File: src/cdec_pkg.sv
// shared types, character codes and decode helpers for the c escape decoder
// no dependencies
`timescale 1ns / 1ps

package cdec_pkg;

  // decode modes
  localparam logic [2:0] ModePlain  = 3'd0;
  localparam logic [2:0] ModeEsc    = 3'd1;
  localparam logic [2:0] ModeHexLo  = 3'd2;
  localparam logic [2:0] ModeHexUp  = 3'd3;
  localparam logic [2:0] ModeHeldLo = 3'd4;
  localparam logic [2:0] ModeHeldUp = 3'd5;
  localparam logic [2:0] ModeOct1   = 3'd6;
  localparam logic [2:0] ModeOct2   = 3'd7;

  // character codes
  localparam logic [7:0] ChBackslash = 8'h5c;
  localparam logic [7:0] ChLowX      = 8'h78;
  localparam logic [7:0] ChUpX       = 8'h58;
  localparam logic [7:0] ChA         = 8'h61;
  localparam logic [7:0] ChB         = 8'h62;
  localparam logic [7:0] ChF         = 8'h66;
  localparam logic [7:0] ChN         = 8'h6e;
  localparam logic [7:0] ChR         = 8'h72;
  localparam logic [7:0] ChT         = 8'h74;
  localparam logic [7:0] ChV         = 8'h76;
  localparam logic [7:0] ChQuestion  = 8'h3f;
  localparam logic [7:0] ChQuote     = 8'h27;
  localparam logic [7:0] ChDquote    = 8'h22;
  localparam logic [7:0] ChZero      = 8'h30;
  localparam logic [7:0] ChNine      = 8'h39;
  localparam logic [7:0] ChSeven     = 8'h37;
  localparam logic [7:0] ChUpA       = 8'h41;
  localparam logic [7:0] ChUpF       = 8'h46;

  localparam int unsigned MaxBytes = 3;
  localparam int unsigned QueueDepthDefault = 2;

  // bytes decoded from one input beat
  typedef struct packed {
    logic [1:0]                 cnt;
    logic [MaxBytes-1:0][7:0]   data;
    logic                       last;
    logic                       esc;
  } grp_t;

  typedef struct packed {
    logic       hit;
    logic [7:0] value;
  } simple_t;

  function automatic logic is_hex(input logic [7:0] b);
    is_hex = (b >= ChZero && b <= ChNine) || (b >= ChA && b <= ChF) ||
             (b >= ChUpA && b <= ChUpF);
  endfunction

  function automatic logic is_oct(input logic [7:0] b);
    is_oct = (b >= ChZero && b <= ChSeven);
  endfunction

  // letters have low nibble 1..6, value is that plus nine
  function automatic logic [3:0] hex_value(input logic [7:0] b);
    if (b >= ChZero && b <= ChNine) begin
      hex_value = b[3:0];
    end else begin
      hex_value = b[3:0] + 4'd9;
    end
  endfunction

  function automatic simple_t simple_escape(input logic [7:0] b);
    simple_t s;
    s.hit = 1'b1;
    s.value = b;
    case (b)
      ChA:         s.value = 8'h07;
      ChB:         s.value = 8'h08;
      ChF:         s.value = 8'h0c;
      ChN:         s.value = 8'h0a;
      ChR:         s.value = 8'h0d;
      ChT:         s.value = 8'h09;
      ChV:         s.value = 8'h0b;
      ChBackslash: s.value = ChBackslash;
      ChQuestion:  s.value = ChQuestion;
      ChQuote:     s.value = ChQuote;
      ChDquote:    s.value = ChDquote;
      default:     s.hit = 1'b0;
    endcase
    simple_escape = s;
  endfunction

endpackage

File: src/cdec_front.sv
// front end: accepts input beats, runs the escape state machine and
// builds the group of decoded bytes for each beat; uses cdec_pkg
`timescale 1ns / 1ps

module cdec_front import cdec_pkg::*; (
  input  logic       clk_i,
  input  logic       rst_ni,
  input  logic       in_valid_i,
  output logic       in_ready_o,
  input  logic [7:0] data_byte_i,
  input  logic       end_of_string_i,
  input  logic       q_full_i,
  output logic       push_o,
  output grp_t       push_grp_o
);

  logic [2:0] mode_q, mode_d;
  logic [7:0] held_q, held_d;
  logic [5:0] oct_q, oct_d;
  logic       esc_q, esc_d;
  logic       accept;
  grp_t       grp;
  logic [1:0] n;
  simple_t    simple;
  logic [7:0] b;

  assign in_ready_o = !q_full_i;
  assign accept     = in_valid_i && in_ready_o;
  assign b          = data_byte_i;
  assign simple     = simple_escape(b);

  always_comb begin
    mode_d   = mode_q;
    held_d   = held_q;
    oct_d    = oct_q;
    esc_d    = esc_q;
    grp      = '0;
    n        = 2'd0;

    case (mode_q)
      ModeEsc: begin
        esc_d  = 1'b1;
        mode_d = ModePlain;
        if (simple.hit) begin
          grp.data[n] = simple.value;
          n = n + 2'd1;
        end else if (b == ChLowX) begin
          mode_d = ModeHexLo;
        end else if (b == ChUpX) begin
          mode_d = ModeHexUp;
        end else if (is_oct(b)) begin
          oct_d  = {3'b000, b[2:0]};
          mode_d = ModeOct1;
        end else begin
          grp.data[n] = b;
          n = n + 2'd1;
        end
      end
      ModeHexLo, ModeHexUp: begin
        if (is_hex(b)) begin
          held_d = b;
          mode_d = mode_q + 3'd2;
        end else begin
          grp.data[n] = (mode_q == ModeHexUp) ? ChUpX : ChLowX;
          n = n + 2'd1;
          mode_d = ModePlain;
          if (b == ChBackslash) begin
            mode_d = ModeEsc;
          end else begin
            grp.data[n] = b;
            n = n + 2'd1;
          end
        end
      end
      ModeHeldLo, ModeHeldUp: begin
        mode_d = ModePlain;
        if (is_hex(b)) begin
          grp.data[n] = {hex_value(held_q), hex_value(b)};
          n = n + 2'd1;
        end else begin
          grp.data[n] = (mode_q == ModeHeldUp) ? ChUpX : ChLowX;
          n = n + 2'd1;
          grp.data[n] = held_q;
          n = n + 2'd1;
          if (b == ChBackslash) begin
            mode_d = ModeEsc;
          end else begin
            grp.data[n] = b;
            n = n + 2'd1;
          end
        end
      end
      ModeOct1, ModeOct2: begin
        if (is_oct(b) && mode_q == ModeOct1) begin
          oct_d  = {oct_q[2:0], b[2:0]};
          mode_d = ModeOct2;
        end else if (is_oct(b)) begin
          grp.data[n] = {oct_q[4:0], b[2:0]};
          n = n + 2'd1;
          mode_d = ModePlain;
        end else begin
          grp.data[n] = {2'b00, oct_q};
          n = n + 2'd1;
          mode_d = ModePlain;
          if (b == ChBackslash) begin
            mode_d = ModeEsc;
          end else begin
            grp.data[n] = b;
            n = n + 2'd1;
          end
        end
      end
      default: begin
        mode_d = ModePlain;
        if (b == ChBackslash) begin
          mode_d = ModeEsc;
        end else begin
          grp.data[n] = b;
          n = n + 2'd1;
        end
      end
    endcase

    if (end_of_string_i) begin
      // flush whatever sequence is still open
      case (mode_d)
        ModeEsc: begin
          grp.data[n] = ChBackslash;
          n = n + 2'd1;
        end
        ModeHexLo, ModeHexUp: begin
          grp.data[n] = (mode_d == ModeHexUp) ? ChUpX : ChLowX;
          n = n + 2'd1;
        end
        ModeHeldLo, ModeHeldUp: begin
          grp.data[n] = (mode_d == ModeHeldUp) ? ChUpX : ChLowX;
          n = n + 2'd1;
          grp.data[n] = held_d;
          n = n + 2'd1;
        end
        ModeOct1, ModeOct2: begin
          grp.data[n] = {2'b00, oct_d};
          n = n + 2'd1;
        end
        default: ;
      endcase
      grp.last = 1'b1;
      grp.esc  = esc_d;
      mode_d   = ModePlain;
      held_d   = '0;
      oct_d    = '0;
      esc_d    = 1'b0;
    end
    grp.cnt = n;
  end

  assign push_o     = accept && (grp.cnt != 2'd0);
  assign push_grp_o = grp;

  always_ff @(posedge clk_i or negedge rst_ni) begin
    if (!rst_ni) begin
      mode_q <= ModePlain;
      held_q <= '0;
      oct_q  <= '0;
      esc_q  <= 1'b0;
    end else if (accept) begin
      mode_q <= mode_d;
      held_q <= held_d;
      oct_q  <= oct_d;
      esc_q  <= esc_d;
    end
  end

endmodule

File: src/cdec_queue.sv
// short queue of decoded byte groups between front and back end
// uses cdec_pkg for the group type
`timescale 1ns / 1ps

module cdec_queue import cdec_pkg::*; #(
  parameter int unsigned Depth = QueueDepthDefault
) (
  input  logic clk_i,
  input  logic rst_ni,
  input  logic push_i,
  input  grp_t push_grp_i,
  output logic full_o,
  input  logic pop_i,
  output logic empty_o,
  output grp_t head_o
);

  localparam int unsigned PtrW = (Depth > 1) ? $clog2(Depth) : 1;
  localparam int unsigned CntW = $clog2(Depth + 1);

  grp_t            mem_q [Depth];
  logic [PtrW-1:0] wr_q, rd_q;
  logic [CntW-1:0] cnt_q;
  logic            do_push, do_pop;

  assign full_o  = (cnt_q == CntW'(Depth));
  assign empty_o = (cnt_q == '0);
  assign head_o  = mem_q[rd_q];
  assign do_push = push_i && !full_o;
  assign do_pop  = pop_i && !empty_o;

  always_ff @(posedge clk_i) begin
    if (do_push) begin
      mem_q[wr_q] <= push_grp_i;
    end
  end

  always_ff @(posedge clk_i or negedge rst_ni) begin
    if (!rst_ni) begin
      wr_q  <= '0;
      rd_q  <= '0;
      cnt_q <= '0;
    end else begin
      if (do_push) begin
        wr_q <= (wr_q == PtrW'(Depth - 1)) ? '0 : wr_q + PtrW'(1);
      end
      if (do_pop) begin
        rd_q <= (rd_q == PtrW'(Depth - 1)) ? '0 : rd_q + PtrW'(1);
      end
      if (do_push && !do_pop) begin
        cnt_q <= cnt_q + CntW'(1);
      end else if (do_pop && !do_push) begin
        cnt_q <= cnt_q - CntW'(1);
      end
    end
  end

endmodule

File: src/cdec_back.sv
// back end: takes byte groups from the queue and sends them out one
// byte per beat from a held register; uses cdec_pkg
`timescale 1ns / 1ps

module cdec_back import cdec_pkg::*; (
  input  logic       clk_i,
  input  logic       rst_ni,
  input  logic       q_empty_i,
  input  grp_t       q_head_i,
  output logic       pop_o,
  output logic       out_valid_o,
  input  logic       out_ready_i,
  output logic [7:0] out_byte_o,
  output logic       out_last_o,
  output logic       any_escape_seen_o
);

  grp_t       cur_q;
  logic [1:0] idx_q;
  logic       busy_q;
  logic       fin;

  // final byte of the held group
  assign fin   = (idx_q == cur_q.cnt - 2'd1);
  assign pop_o = !q_empty_i && (!busy_q || (out_ready_i && fin));

  assign out_valid_o       = busy_q;
  assign out_byte_o        = cur_q.data[idx_q];
  assign out_last_o        = cur_q.last && fin;
  assign any_escape_seen_o = cur_q.esc && cur_q.last && fin;

  always_ff @(posedge clk_i) begin
    if (pop_o) begin
      cur_q <= q_head_i;
    end
  end

  always_ff @(posedge clk_i or negedge rst_ni) begin
    if (!rst_ni) begin
      idx_q  <= '0;
      busy_q <= 1'b0;
    end else if (pop_o) begin
      idx_q  <= '0;
      busy_q <= 1'b1;
    end else if (busy_q && out_ready_i) begin
      if (fin) begin
        busy_q <= 1'b0;
      end else begin
        idx_q <= idx_q + 2'd1;
      end
    end
  end

endmodule

File: src/c_escape_sequence_decoder.sv
// top level of the c escape sequence decoder
// depends on cdec_pkg, cdec_front, cdec_queue and cdec_back
`timescale 1ns / 1ps

// Decodes a string of C escape sequences one input beat per cycle while the
// queue has room. The front end runs the escape state machine and turns each
// input byte into zero to three decoded bytes; a short queue of these groups
// separates it from the back end, which sends one decoded byte per output
// beat. An input beat that yields at most one byte sustains one beat per
// cycle while out_ready is high; two or three bytes keep the back end busy
// until all are sent, while input flows until the queue (QueueDepth groups)
// fills. Each group is registered in the queue, then in the back end's held
// register. any_escape_seen is valid on the beat with out_last, else zero.

module c_escape_sequence_decoder import cdec_pkg::*; #(
  parameter int unsigned QueueDepth = QueueDepthDefault
) (
  input  logic       clk_i,
  input  logic       rst_ni,
  input  logic       in_valid_i,
  output logic       in_ready_o,
  input  logic [7:0] data_byte_i,
  input  logic       end_of_string_i,
  output logic       out_valid_o,
  input  logic       out_ready_i,
  output logic [7:0] out_byte_o,
  output logic       out_last_o,
  output logic       any_escape_seen_o
);

  logic push, full, pop, empty;
  grp_t push_grp, head;

  cdec_front u_front (
    .clk_i          (clk_i),
    .rst_ni         (rst_ni),
    .in_valid_i     (in_valid_i),
    .in_ready_o     (in_ready_o),
    .data_byte_i    (data_byte_i),
    .end_of_string_i(end_of_string_i),
    .q_full_i       (full),
    .push_o         (push),
    .push_grp_o     (push_grp)
  );

  cdec_queue #(
    .Depth(QueueDepth)
  ) u_queue (
    .clk_i     (clk_i),
    .rst_ni    (rst_ni),
    .push_i    (push),
    .push_grp_i(push_grp),
    .full_o    (full),
    .pop_i     (pop),
    .empty_o   (empty),
    .head_o    (head)
  );

  cdec_back u_back (
    .clk_i            (clk_i),
    .rst_ni           (rst_ni),
    .q_empty_i        (empty),
    .q_head_i         (head),
    .pop_o            (pop),
    .out_valid_o      (out_valid_o),
    .out_ready_i      (out_ready_i),
    .out_byte_o       (out_byte_o),
    .out_last_o       (out_last_o),
    .any_escape_seen_o(any_escape_seen_o)
  );

endmodule

File: config.mk
export PLATFORM = sky130hd
export DESIGN_NAME = c_escape_sequence_decoder
export DESIGN_NICKNAME = d
export VERILOG_FILES = /design/src/cdec_pkg.sv /design/src/cdec_front.sv /design/src/cdec_queue.sv /design/src/cdec_back.sv /design/src/c_escape_sequence_decoder.sv
export SDC_FILE = /design/constraint.sdc
export NUM_CORES = 1
export LEC_CHECK = 0
export BUFFER_PORTS_ARGS = -buffer_cell sky130_fd_sc_hd__buf_2
export CORE_ASPECT_RATIO = 0.9
export CORE_UTILIZATION = 58
export CTS_BUF_LIST = sky130_fd_sc_hd__clkbuf_4 sky130_fd_sc_hd__clkbuf_8
export CTS_CLUSTER_SIZE = 10
export DETAILED_ROUTE_END_ITERATION = 8
export PLACE_DENSITY = 0.78
export SYNTH_ARGS = -nofsm -noshare
export SYNTH_HDL_FRONTEND = slang
export SYNTH_SLANG_ARGS = --single-unit
File: constraint.sdc
create_clock -name clk_i -period 4 [get_ports clk_i]
set_clock_uncertainty 0.1 [all_clocks]
set_input_delay 0.8 -clock clk_i [delete_from_list [all_inputs] [get_ports clk_i]]
set_output_delay 0.8 -clock clk_i [all_outputs]
set_load 0.02 [all_outputs]
; Word-level counts from Yosys, hierarchy flattened
; Memory sizes are Yosys's and may differ from the RTL's. A register that Yosys moved wholly into a read port is not among the register bits.
; Index checks and enable logic that the tools add are counted.
[op_classes]
n_addsub = 11
n_lt_le_gt_ge = 14
n_eq_ne = 30
n_mux = 83
bitwise = 3
n_reduce_logical = 43
[op_table]
columns = cell, count
row1 = 2-to-1 mux 8 bit, 15
row2 = bitwise mux 24 bit, 4
row3 = one-hot mux 24 bit (4 select lines), 1
row4 = one-hot mux 8 bit (11 select lines), 1
row5 = equality test 8 x 7 -> 1 bit (second input constant), 10
row6 = 2-to-1 mux 6 bit, 10
row7 = 2-to-1 mux 16 bit, 3
row8 = demux 8 bit (select 2 bit), 2
row9 = one-hot mux 8 bit (4 select lines), 1
row10 = 2-to-1 mux 2 bit, 14
row11 = 2-to-1 mux 3 bit, 9
row12 = 2-to-1 mux 26 bit, 1
row13 = equality test 3 bit (second input constant), 8
row14 = equality test 8 x 6 -> 1 bit (second input constant), 3
row15 = less-or-equal comparator 8 x 6 -> 1 bit (second input constant), 3
row16 = one-hot mux 8 bit (3 select lines), 1
row17 = logical AND 1 bit, 20
row18 = binary-select mux 8 bit (select 2 bit), 1
row19 = greater-or-equal comparator 8 x 6 -> 1 bit (second input constant), 2
row20 = greater-or-equal comparator 8 x 7 -> 1 bit (second input constant), 2
row21 = less-or-equal comparator 8 x 7 -> 1 bit (second input constant), 2
row22 = 2-to-1 mux 1 bit, 14
row23 = AND 12 bit, 1
row24 = equality test 3 x 2 -> 1 bit (second input constant), 4
row25 = other kinds (26), 52
[word_totals]
regBits = 25
ramBits = 56
output_inout_bits = 12
wordCells = 194
mem_count = 1
[memory_table]
columns = name, words, word_bits, read_ports, rd_clocked_by_memory_dff, wr, line
row1 = u_queue.mem_q, 2, 28, 1, 1, 1, cdec_queue.sv:21  ; grp_t mem_q [Depth];

; Longest topological paths before layout
; Gate-level depths: netlist of run 1.
[logic_depth]
depth_word = 18
mapped_depth = 19

; Modules after synthesis
; Synthesis of run 1 repeated with hierarchy kept, for this count alone.
[unflattened]
cells_unflattened = 691
area_unflattened_um2 = 7033.0
[by_module_without_submodules]
columns = mod, n_inst, cells_per_inst, area_each_um2
row1 = cdec_front, 1, 499, 3513.4
row2 = cdec_queue, 1, 106, 2264.7
row3 = cdec_back, 1, 86, 1255.0

; Least setup slack after synthesis of run 1
; Ideal clock, no wire load.
[synth_path]
kind = in2reg
startpoint = in data_byte_i[1]
endpoint = mem u_queue.mem_q[0][0] (netlist name) (enable)
t_arrival_ns = 4.478
slack_ns = -0.990
cell_stages = 14
path_buffers = 2
cell_sequence = buf_2 -> inv_1 -> ha_1 -> nor4b_1 -> nor4_1 -> or3_4 -> buf_12 -> nor2_4 -> nor2_4 -> ha_1 -> a32oi_1 -> o211a_1 -> o21ai_4 -> nor2_1
[synth_rtl]
columns = element, line
row1 = start: declaration, c_escape_sequence_decoder.sv:22  ; input logic [7:0] data_byte_i,
row2 = end: declaration, cdec_queue.sv:21

==> results.py, run 1 <==
metrics = {
    "critical_path": {
        "slowest_delay_ns": 0.68,
        "timing.rr.start": "u_front.mode_q[1]$_DFFE_PN0P_",
        "timing.critical_path.mode_cell": "nand2_1",
        "required_ns": 4.00,
        "path_max_fanout": 11,
        "arrival_ns": 3.89,
        "worst_setup_path_start_kind": "flop",
        "critPathCaptureType": "flop",
        "crit_start": "u_front.mode_q[1]$_DFFE_PN0P_",
        "slowest_stage": "o41ai_1",
        "path_cells": "inv_1, ha_1, nor2_1, nand2_1, o221ai_1, nand3_1, or2_0, nand2_1, a21oi_1, o41ai_1",
        "path_class": "reg -> reg",
    },
    "yosys": {
        "synth_ff_type": "edfxtp_1",
        "synthTopCellsByCount": "edfxtp_1, nand2_1, nor2_1, o21ai_0, a21oi_1",
        "synth_top_family_by_area": "compound AO/OA/AOI/OAI gates",
        "synth_edf_count": 84,
        "yosysUniqueCellTypes": 88,
        "yosys-mux-area-fraction_pct": 7.37,
        "synth_compound_gate_area_share_pct": 20.6,
        "synth_fa_ha_area_share_pct": 3.35,
        "yosys.area.top_type": "edfxtp_1",
        "synth_cells": 650,
        "synthSimpleGateAreaFrac_pct": 16.0,
        "ys_seq_area_share_pct": 46.8,
        "synthTopCellsByArea": "edfxtp_1, dfrtp_1, mux2_2",
        "synth_fp_nets": 681,
        "ys_ff_latch": 109,
        "async_reset_ff_share_pct": 22.9,
        "avgSynthCellArea_sq_um": 10.3,
        "yosys_warnings": 0,
        "synth-xor-area-share_pct": 1.84,
        "netlist_area_sq_mm": 0.00673,
        "yosysMostFrequentCell": "edfxtp_1",
        "synth_top_area_share_pct": 37.5,
    },
    "layout": {
        "multi_input_area_sq_mm": 0.00342,
        "final_nets": 744,
        "ff_latch_area_sq_mm": 0.00315,
        "syn2layout_area_growth_pct": 14.3,
        "antenna_cells": 0,
        "n_fill_cell": 832,
        "drive_above_1_share_pct": 24.1,
    },
    "detailed_routing": {
        "drt_pre_antenna_iters": 6,
        "viasPerCell": 6.83,
        "vias": 5943,
        "drc": 0,
        "routedWlPerCell_um": 23.2,
        "first_iter_violations": 1007,
        "wl_um": 20200,
        "drtAntennaViolNets": 0,
    },
    "floorplan": {
        "start_util_pct": 60.9,
        "rows": 36,
        "dieHeight_um": 104,
        "die-width_um": 116,
        "dieArea_sq_mm": 0.0120,
        "ios": 25,
        "coreArea_sq_mm": 0.0110,
    },
    "sta": {
        "rsz0062_at_grt": "false",
        "finalHoldViolations": 0,
        "setup_viol": 0,
        "maxSlewViolCount": 0,
        "period_share_pct": 97.4,
        "tns_ns": 0,
        "period_needed_ns": 3.89,
        "max_slew_margin_pct": 14.7,
        "holdWs_ns": 0.298,
        "tightest_slew_ns": 1.28,
        "fmax_ghz": 0.257,
    },
    "pwr": {
        "powerDensity_mw_per_mm2": 434,
        "peakVddDrop_uv": 345,
        "cellLeakagePower_uw": 0.00286,
        "finalPower_uw": 3340,
    },
    "cts": {
        "cts_tree": "built",
        "insertion_delay_ns": 0.39,
        "numCtsBuffers": 9,
        "clock_sinks": 109,
        "clockRootBuffer": "clkbuf_8",
        "cts_buffer_depth": 2,
        "post_cts_buffers": 0,
        "postCtsHoldBufs": 0,
        "cts_resized": 0,
        "htreeDepth": 3,
        "clk_pin_slew_ns": 0.13,
    },
    "outcome": {
        "status": "completed",
    },
    "grt": {
        "grt_pass1_wl_um": 30700,
        "grt_max_degree": 31,
        "antenna_found_initial": 0,
        "overflow": 0,
        "grt_usage_pct": 34.5,
        "grt_pass1_vias": 5456,
    },
    "placed_design": {
        "hpwl_um": 15200,
        "place_congestion": 1.04,
        "portBuffers": 24,
    },
    "job": {
        "cap_violations": 0,
    },
    "hold_path": {
        "holdCritPathClass": "in -> async",
    },
}
==> layer usage <==
layer  global-route usage (%)  share of wire (%)  vias up
li1                         -                  -     2578
met1                     50.7                 41     2889
met2                     50.6                 44      425
met3                     9.03                 13       51
met4                     8.63                2.4        0
met5                        0                  0        -
==> sequential cells by signal (all words and copies together), names as in the netlist, 2 cells and up <==
| register | flops |
|---|---|
| u_back.cur_q | 28 |
| u_queue.cnt_q | 2 |
| u_front.oct_q | 6 |
| u_front.held_q | 8 |
| u_back.idx_q | 2 |
| u_queue.mem_q | 56 |
| u_front.mode_q | 3 |
==> layout by cell type, fill, tap and decap left out, types with 6 or more instances in the layout <==
cell,n
a211oi_1,6
nand3_1,15
nor2b_1,9
a31oi_1,6
a22o_1,9
buf_4,61
o22ai_1,15
nand2b_1,6
a22oi_1,16
inv_1,20
dfrtp_1,25
mux2_2,28
nor3_1,17
buf_2,24
ha_1,14
clkbuf_8,9
xnor2_1,6
edfxtp_1,84
a21oi_1,42
mux2i_1,18
nor2_1,41
o21ai_0,44
nand2_1,73
==> final timing paths <==
kind | to | slack [ns] | depth (start not counted)
setup / recovery | u_queue.mem_q[0][3]$_DFFE_PP_ | 0.11 | 10
hold / removal | u_front.held_q[1]$_DFFE_PN0P_ | 0.30 | 1
setup reg to reg | u_queue.mem_q[0][3]$_DFFE_PP_ | 0.11 | 10
hold reg to reg | u_queue.cnt_q[1]$_DFFE_PN0P_ | 0.41 | 1
max in group asynchronous | u_queue.cnt_q[1]$_DFFE_PN0P_ | 3.07 | 1
min in group clk_i | u_queue.cnt_q[1]$_DFFE_PN0P_ | 0.41 | 1
==> cell families after synthesis <==
family | Yosys count
and+or+nand+nor | 209
DFF | 109
adders and majority gates | 18
AOI/OAI and AO/OA | 197
buffers and inverters | 59
muxes | 46
xor gates and xnor gates | 12
==> final cells by class <==
type / instances / area share, %
tap: 152 / 2.47
clock inverter: 7 / 1.04
timing repair buffer: 88 / 8.30
sequential: 109 / 41.0
clock buffer: 9 / 1.61
inverter: 23 / 1.16
multi-input combinational: 482 / 44.5
==> power breakdown <==
group / switching (uW) / internal [uW]
logic: 570 / 396
clock network: 399 / 299
registers: 135 / 1540
total: 1100 / 2230
==> critical path, delay by kind of cell (launching register included) <==
kind	cells	cell delay, ns
AOI/OAI and AO/OA	3	1.29
adders and majority gates	1	0.40
buffers and inverters	1	0.18
DFF	1	0.60
and+or+nand+nor	5	1.02
==> stage by stage <==
stage / utilization (%) / setup slack [ns] / area, sq um / cells
finish: 69.7 / 0.105 / 7690 / 870
global route: 69.7 / 0.0391 / 7690 / 870
CTS: 69.7 / 0.279 / 7690 / 870
detailed placement: 67.8 / 0.00604 / 7480 / 854
global placement: 67.8 / 0.0794 / 7480 / 854
floorplan: - / 0.000727 / 6840 / 650
No activity file was read; power rests on OpenSTA's default activity.
==> run 2, diff against run 1 <==
--- a/config.mk
+++ b/config.mk
@@ -6,12 +6,14 @@
 export NUM_CORES = 1
 export LEC_CHECK = 0
 export BUFFER_PORTS_ARGS = -buffer_cell sky130_fd_sc_hd__buf_2
+export CELL_PAD_IN_SITES_DETAIL_PLACEMENT = 0
+export CELL_PAD_IN_SITES_GLOBAL_PLACEMENT = 1
 export CORE_ASPECT_RATIO = 0.9
-export CORE_UTILIZATION = 58
+export CORE_UTILIZATION = 52
 export CTS_BUF_LIST = sky130_fd_sc_hd__clkbuf_4 sky130_fd_sc_hd__clkbuf_8
 export CTS_CLUSTER_SIZE = 10
 export DETAILED_ROUTE_END_ITERATION = 8
-export PLACE_DENSITY = 0.78
+export PLACE_DENSITY_LB_ADDON = 0.1
 export SYNTH_ARGS = -nofsm -noshare
 export SYNTH_HDL_FRONTEND = slang
 export SYNTH_SLANG_ARGS = --single-unit
==> constraint.sdc (replaced) <==
create_clock -name clk_i -period 3.82 [get_ports clk_i]
set_clock_uncertainty 0.1 [all_clocks]
set_input_delay 0.764 -clock clk_i [delete_from_list [all_inputs] [get_ports clk_i]]
set_output_delay 0.764 -clock clk_i [all_outputs]
set_load 0.02 [all_outputs]
==> run 2 against run 1 <==
Effect of this change: critical path depth up 6; critical endpoint is now u_queue.mem_q[1][11]$_DFFE_PP_; first-iteration DRC count down 32%; sequential cell count unchanged; clock power up 3.6%; register-to-register slack better by 0.20 ns; largest cell class unchanged; final cell count up 4.8%; worst setup slack better by 0.17 ns; cell area up 3.4%; sequential power up 5%; clock-buffer cell count unchanged; hold slack worse by 0.034 ns; combinational power up 4%.
==> results.py, run 2 (same netlist as run 1, synthesis figures left out) <==
metrics = {
    "pwr": {
        "cellLeakagePower_uw": 0.00301,
        "powerDensity_mw_per_mm2": 438,
        "switching_share_pct": 34.1,
        "p_sw_uw": 1190,
        "clkPwrFrac_pct": 20.7,
        "internal-power_uw": 2290,
        "combPwrFrac_pct": 29.1,
        "seqPwrFrac_pct": 50.2,
        "peakVddDrop_uv": 429,
    },
    "critical_path": {
        "critPathCaptureType": "flop",
        "required_ns": 3.82,
        "path_cells": "buf_2, inv_1, ha_4, nor4b_4, nor4_2, or3_4, buf_12, nor2_4, nor2_4, ha_4, a32oi_1, o211a_1, o21ai_4, buf_4, nor2_4, buf_12",
        "path_max_fanout": 28,
        "arrival_ns": 3.54,
        "path_class": "in -> reg",
        "slowest_stage": "or3_4",
        "cpLargestDelayFamily": "simple AND/OR/NAND/NOR gates",
        "timing.critical_path.mode_cell": "nor2_4",
        "slowest_delay_ns": 0.44,
        "worst_setup_path_start_kind": "primary input",
        "worst-path-buf-inv": 5,
    },
    "cts": {
        "htreeDepth": 3,
        "clockRootBuffer": "clkbuf_8",
        "clock_sinks": 109,
        "cts_resized": 0,
        "postCtsHoldBufs": 0,
        "insertion_delay_ns": 0.40,
        "numCtsBuffers": 9,
        "cts_tree": "built",
        "clk_pin_slew_ns": 0.12,
        "post_cts_buffers": 0,
        "cts_buffer_depth": 2,
    },
    "detailed_routing": {
        "wl_um": 20500,
        "vias": 5820,
        "drtAntennaViolNets": 0,
        "drc": 0,
        "first_iter_violations": 685,
        "viasPerCell": 6.38,
        "routedWlPerCell_um": 22.5,
        "drt_pre_antenna_iters": 6,
    },
    "sta": {
        "holdWs_ns": 0.264,
        "maxSlewViolCount": 0,
        "period_share_pct": 92.8,
        "fmax_ghz": 0.282,
        "setup_viol": 0,
        "max_slew_margin_pct": 20.2,
        "rsz0062_at_grt": "false",
        "fin_ws_ns": 0.275,
        "period_needed_ns": 3.54,
        "tightest_slew_ns": 1.20,
        "finalHoldViolations": 0,
        "tns_ns": 0,
    },
    "layout": {
        "regMostFlops": "u_queue.mem_q",
        "multi_input_area_sq_mm": 0.00342,
        "largestRegisters": "u_queue.mem_q x56, u_back.cur_q x28, u_front.held_q x8",
        "antenna_cells": 0,
        "mostFrequentLayoutCells": "buf_4, edfxtp_1, nand2_1, o21ai_0, a21oi_1",
        "final_nets": 774,
        "ff_latch_area_sq_mm": 0.00315,
        "layoutNonFillerInstCount": 912,
        "layout_commonest_cell": "buf_4",
        "n_fill_cell": 1044,
        "drive_above_1_share_pct": 27.4,
        "syn2layout_area_growth_pct": 18.2,
        "largest_reg_flops": 56,
    },
    "grt": {
        "grt_max_degree": 31,
        "grt_usage_pct": 31.8,
        "antenna_found_initial": 0,
        "grt_pass1_vias": 5439,
        "overflow": 0,
        "grt_pass1_wl_um": 31100,
    },
    "placed_design": {
        "hpwl_um": 15600,
        "portBuffers": 24,
        "placed_cells": 896,
        "dp_slack_ns": -0.126,
        "place_congestion": 0.984,
    },
    "floorplan": {
        "start_util_pct": 53.2,
        "die-width_um": 122,
        "dieArea_sq_mm": 0.0134,
        "coreArea_sq_mm": 0.0126,
        "dieHeight_um": 110,
        "rows": 39,
        "ios": 25,
    },
    "job": {
        "cap_violations": 0,
    },
    "hold_path": {
        "holdCritPathClass": "in -> async",
    },
    "outcome": {
        "status": "completed",
    },
}
-- run 2: changes by cell type in the layout (fill, tap and decap cells not counted), sizes merged --
| cell | before | now |
|---|---|---|
| clkinvlp | 2 | 0 |
| buf | 88 | 118 |
| clkinv | 1 | 4 |
| bufinv | 1 | 0 |
-- run 2: path summary, 6_finish.rpt --
kind,start,to,slack [ns],cells past startpoint
setup / recovery,data_byte_i[0],u_queue.mem_q[1][11]$_DFFE_PP_,0.28,16
hold / removal,rst_ni,u_front.mode_q[1]$_DFFE_PN0P_,0.26,1
setup reg to reg,u_front.mode_q[2]$_DFFE_PN0P_,u_queue.cnt_q[1]$_DFFE_PN0P_,0.31,16
hold reg to reg,u_queue.cnt_q[1]$_DFFE_PN0P_,u_queue.cnt_q[1]$_DFFE_PN0P_,0.40,1
max in group asynchronous,rst_ni,u_queue.rd_q$_DFFE_PN0P_,2.94,1
min in group clk_i,u_queue.cnt_q[1]$_DFFE_PN0P_,u_queue.cnt_q[1]$_DFFE_PN0P_,0.40,1
-- run 2: routing by layer --
layer	share of wire [%]	global-route usage, %
met1	44	45.4
met2	45	48.5
met5	0	0
met4	1.7	8.20
met3	10	7.26
-- run 2: layout make-up --
cell class,instances,area share (%)
Multi-Input combinational cell,482,43.1
Clock inverter,7,0.992
Timing Repair Buffer,118,11.0
Tap cell,164,2.58
Clock buffer,9,1.56
Inverter,23,1.15
Sequential cell,109,39.6
-- run 2: stage by stage --
step | util (%) | area, sq um | total power [uW]
finish | 62.9 | 7950 | 3480
CTS | 62.9 | 7950 | 3500
floorplan | - | 6850 | 2440
global placement | 61.3 | 7740 | 2750
global route | 62.9 | 7950 | 3660
detailed placement | 61.3 | 7740 | 2800
-- run 2: power by group through the flow --
stage               Combinational [uW]  Sequential, uW  Clock, uW
floorplan                          734            1700          0
global placement                   987            1760          0
detailed placement                1020            1780          0
CTS                               1020            1750        726
global route                      1110            1780        770
finish                            1010            1750        722
-- run 2: worst reg2reg max path: stages, from the launching register on --
cell	delay [ns]
dfrtp_1	0.48
inv_1	0.15
ha_1	0.36
nor3_1	0.42
nor3_1	0.11
o221ai_2	0.31
inv_2	0.07
ha_1	0.23
nor3_1	0.14
a32oi_1	0.08
o211a_1	0.20
o21ai_4	0.16
inv_1	0.05
ha_1	0.19
xor2_1	0.15
nor2_1	0.11
xor2_1	0.15
==> run 3, diff against run 2 <==
--- a/config.mk
+++ b/config.mk
@@ -14,6 +14,7 @@
 export CTS_CLUSTER_SIZE = 10
 export DETAILED_ROUTE_END_ITERATION = 8
 export PLACE_DENSITY_LB_ADDON = 0.1
+export REMOVE_ABC_BUFFERS = 1
 export SYNTH_ARGS = -nofsm -noshare
 export SYNTH_HDL_FRONTEND = slang
 export SYNTH_SLANG_ARGS = --single-unit
==> run 3 against run 2 <==
Effect of this change: cell area down 1.4%; global-route usage down 0.57 points; clock-buffer cell count stayed put; sequential power up 3%; critical endpoint is now u_queue.cnt_q[1]$_DFFE_PN0P_; utilization down 0.90 points; non-clock buffer count shrank 5.
==> results.py, run 3 (same netlist as run 1, synthesis figures left out) <==
metrics = {
    "outcome": {
        "status": "completed",
    },
    "detailed_routing": {
        "drtAntennaViolNets": 0,
        "viasPerCell": 6.34,
        "drt_pre_antenna_iters": 6,
        "first_iter_violations": 682,
        "wl_um": 20300,
        "routedWlPerCell_um": 22.4,
        "vias": 5751,
        "drc": 0,
    },
    "floorplan": {
        "die-width_um": 122,
        "rows": 39,
        "start_util_pct": 53.2,
        "coreArea_sq_mm": 0.0126,
        "dieArea_sq_mm": 0.0134,
        "dieHeight_um": 110,
        "ios": 25,
    },
    "sta": {
        "rsz0062_at_grt": "false",
        "max_slew_margin_pct": 16.8,
        "tns_ns": 0,
        "fmax_ghz": 0.276,
        "maxSlewViolCount": 0,
        "holdWs_ns": 0.287,
        "finalHoldViolations": 0,
        "tightest_slew_ns": 1.25,
        "period_needed_ns": 3.63,
        "period_share_pct": 95.0,
        "setup_viol": 0,
    },
    "pwr": {
        "cellLeakagePower_uw": 0.00298,
        "internal-power_uw": 2330,
        "clkPwrFrac_pct": 21.2,
        "peakVddDrop_uv": 329,
        "combPwrFrac_pct": 27.0,
        "seqPwrFrac_pct": 51.9,
        "p_sw_uw": 1140,
        "powerDensity_mw_per_mm2": 442,
        "switching_share_pct": 32.9,
    },
    "placed_design": {
        "hpwl_um": 15400,
        "place_congestion": 0.978,
        "portBuffers": 24,
    },
    "critical_path": {
        "arrival_ns": 3.81,
        "required_ns": 4.00,
        "worst_setup_path_start_kind": "primary input",
        "critPathCaptureType": "flop",
        "path_class": "in -> reg",
        "path_max_fanout": 6,
    },
    "layout": {
        "largestRegisters": "u_queue.mem_q x56, u_back.cur_q x28, u_front.held_q x8",
        "drive_above_1_share_pct": 26.1,
        "antenna_cells": 0,
        "regMostFlops": "u_queue.mem_q",
        "ff_latch_area_sq_mm": 0.00315,
        "layout_commonest_cell": "buf_4",
        "multi_input_area_sq_mm": 0.00337,
        "final_core_util_pct": 62.0,
        "syn2layout_area_growth_pct": 16.5,
        "mostFrequentLayoutCells": "buf_4, edfxtp_1, nand2_1, o21ai_0, a21oi_1",
        "n_fill_cell": 1072,
        "largest_reg_flops": 56,
        "final_nets": 769,
    },
    "cts": {
        "htreeDepth": 3,
        "cts_buffer_depth": 2,
        "insertion_delay_ns": 0.37,
        "postCtsHoldBufs": 0,
        "post_cts_buffers": 0,
        "clock_sinks": 109,
        "cts_tree": "built",
        "numCtsBuffers": 9,
        "clockRootBuffer": "clkbuf_8",
        "cts_resized": 0,
        "clk_pin_slew_ns": 0.11,
    },
    "grt": {
        "grt_pass1_vias": 5331,
        "grt_usage_pct": 31.2,
        "grt_pass1_wl_um": 30500,
        "overflow": 0,
        "antenna_found_initial": 0,
        "grt_max_degree": 31,
    },
    "hold_path": {
        "holdCritPathClass": "in -> async",
    },
    "job": {
        "cap_violations": 0,
    },
}
-- run 3: cell count changes in the layout (fill, tap and decap cells not counted), moves of 2 or more --
| cell | change |
|---|---|
| buf_12 | -2 |
| ha_1 | +4 |
| nor2_2 | +2 |
| ha_4 | -3 |
| inv_1 | +2 |
| nor2_4 | -2 |
| buf_4 | -3 |
-- run 3: area by class of cell --
type | count | share of cell area (%)
repair buffers | 113 | 10.4
well taps | 164 | 2.62
clock inverters | 7 | 1.13
inverters | 23 | 1.10
flip-flops and latches | 109 | 40.2
multi-input cells | 482 | 43.0
clock buffers | 9 | 1.58
-- run 3: final timing paths --
check	startpoint	to	slack, ns	cells past startpoint
max	data_byte_i[0]	u_queue.cnt_q[1]$_DFFE_PN0P_	0.19	18
min	rst_ni	u_front.held_q[0]$_DFFE_PN0P_	0.29	1
max reg2reg	u_front.mode_q[1]$_DFFE_PN0P_	u_queue.cnt_q[1]$_DFFE_PN0P_	0.32	15
min reg2reg	u_queue.cnt_q[1]$_DFFE_PN0P_	u_queue.cnt_q[1]$_DFFE_PN0P_	0.42	1
max in group asynchronous	rst_ni	u_queue.cnt_q[1]$_DFFE_PN0P_	2.91	1
min in group clk_i	u_queue.cnt_q[1]$_DFFE_PN0P_	u_queue.cnt_q[1]$_DFFE_PN0P_	0.42	1
-- run 3: per-layer routing --
| metal | vias up | track usage (%) | share of wire [%] |
|---|---|---|---|
| met5 | - | 0 | 0 |
| met4 | 0 | 7.67 | 1.7 |
| met3 | 31 | 6.54 | 9.6 |
| met2 | 264 | 46.5 | 44 |
| met1 | 2828 | 46.0 | 45 |
| li1 | 2628 | - | - |
-- run 3: worst max-delay path, stage by stage --
cell and delay [ns]:
buf_2 0.11, inv_1 0.07, ha_1 0.27, o21bai_1 0.24, a21oi_1 0.12, or3_4 0.46
o32ai_4 0.18, nor2_4 0.07, ha_1 0.21, nor3_1 0.17, a32oi_1 0.08, o211a_1 0.19
o21ai_4 0.20, inv_1 0.07, ha_1 0.19, xor2_1 0.14, nor2_1 0.12, xor2_1 0.17
-- run 3: metrics by stage --
step	setup slack [ns]	std cells	cell area [sq um]	total power [uW]
2_1_floorplan	-1.00	614	6540	2380
3_3_place_gp	-0.103	891	7570	2720
3_5_place_dp	-0.208	891	7570	2760
4_1_cts	0.162	907	7780	3480
5_1_grt	0.0216	907	7830	3640
6_report	0.192	907	7830	3460
-- run 3: power by group through the flow --
stage | sequential, uW | combinational [uW] | clock, uW
after detailed placement | 1820 | 933 | 0
after global placement | 1810 | 916 | 0
final | 1800 | 934 | 734
after global routing | 1820 | 1020 | 790
after CTS | 1800 | 938 | 743
after floorplan | 1770 | 614 | 0
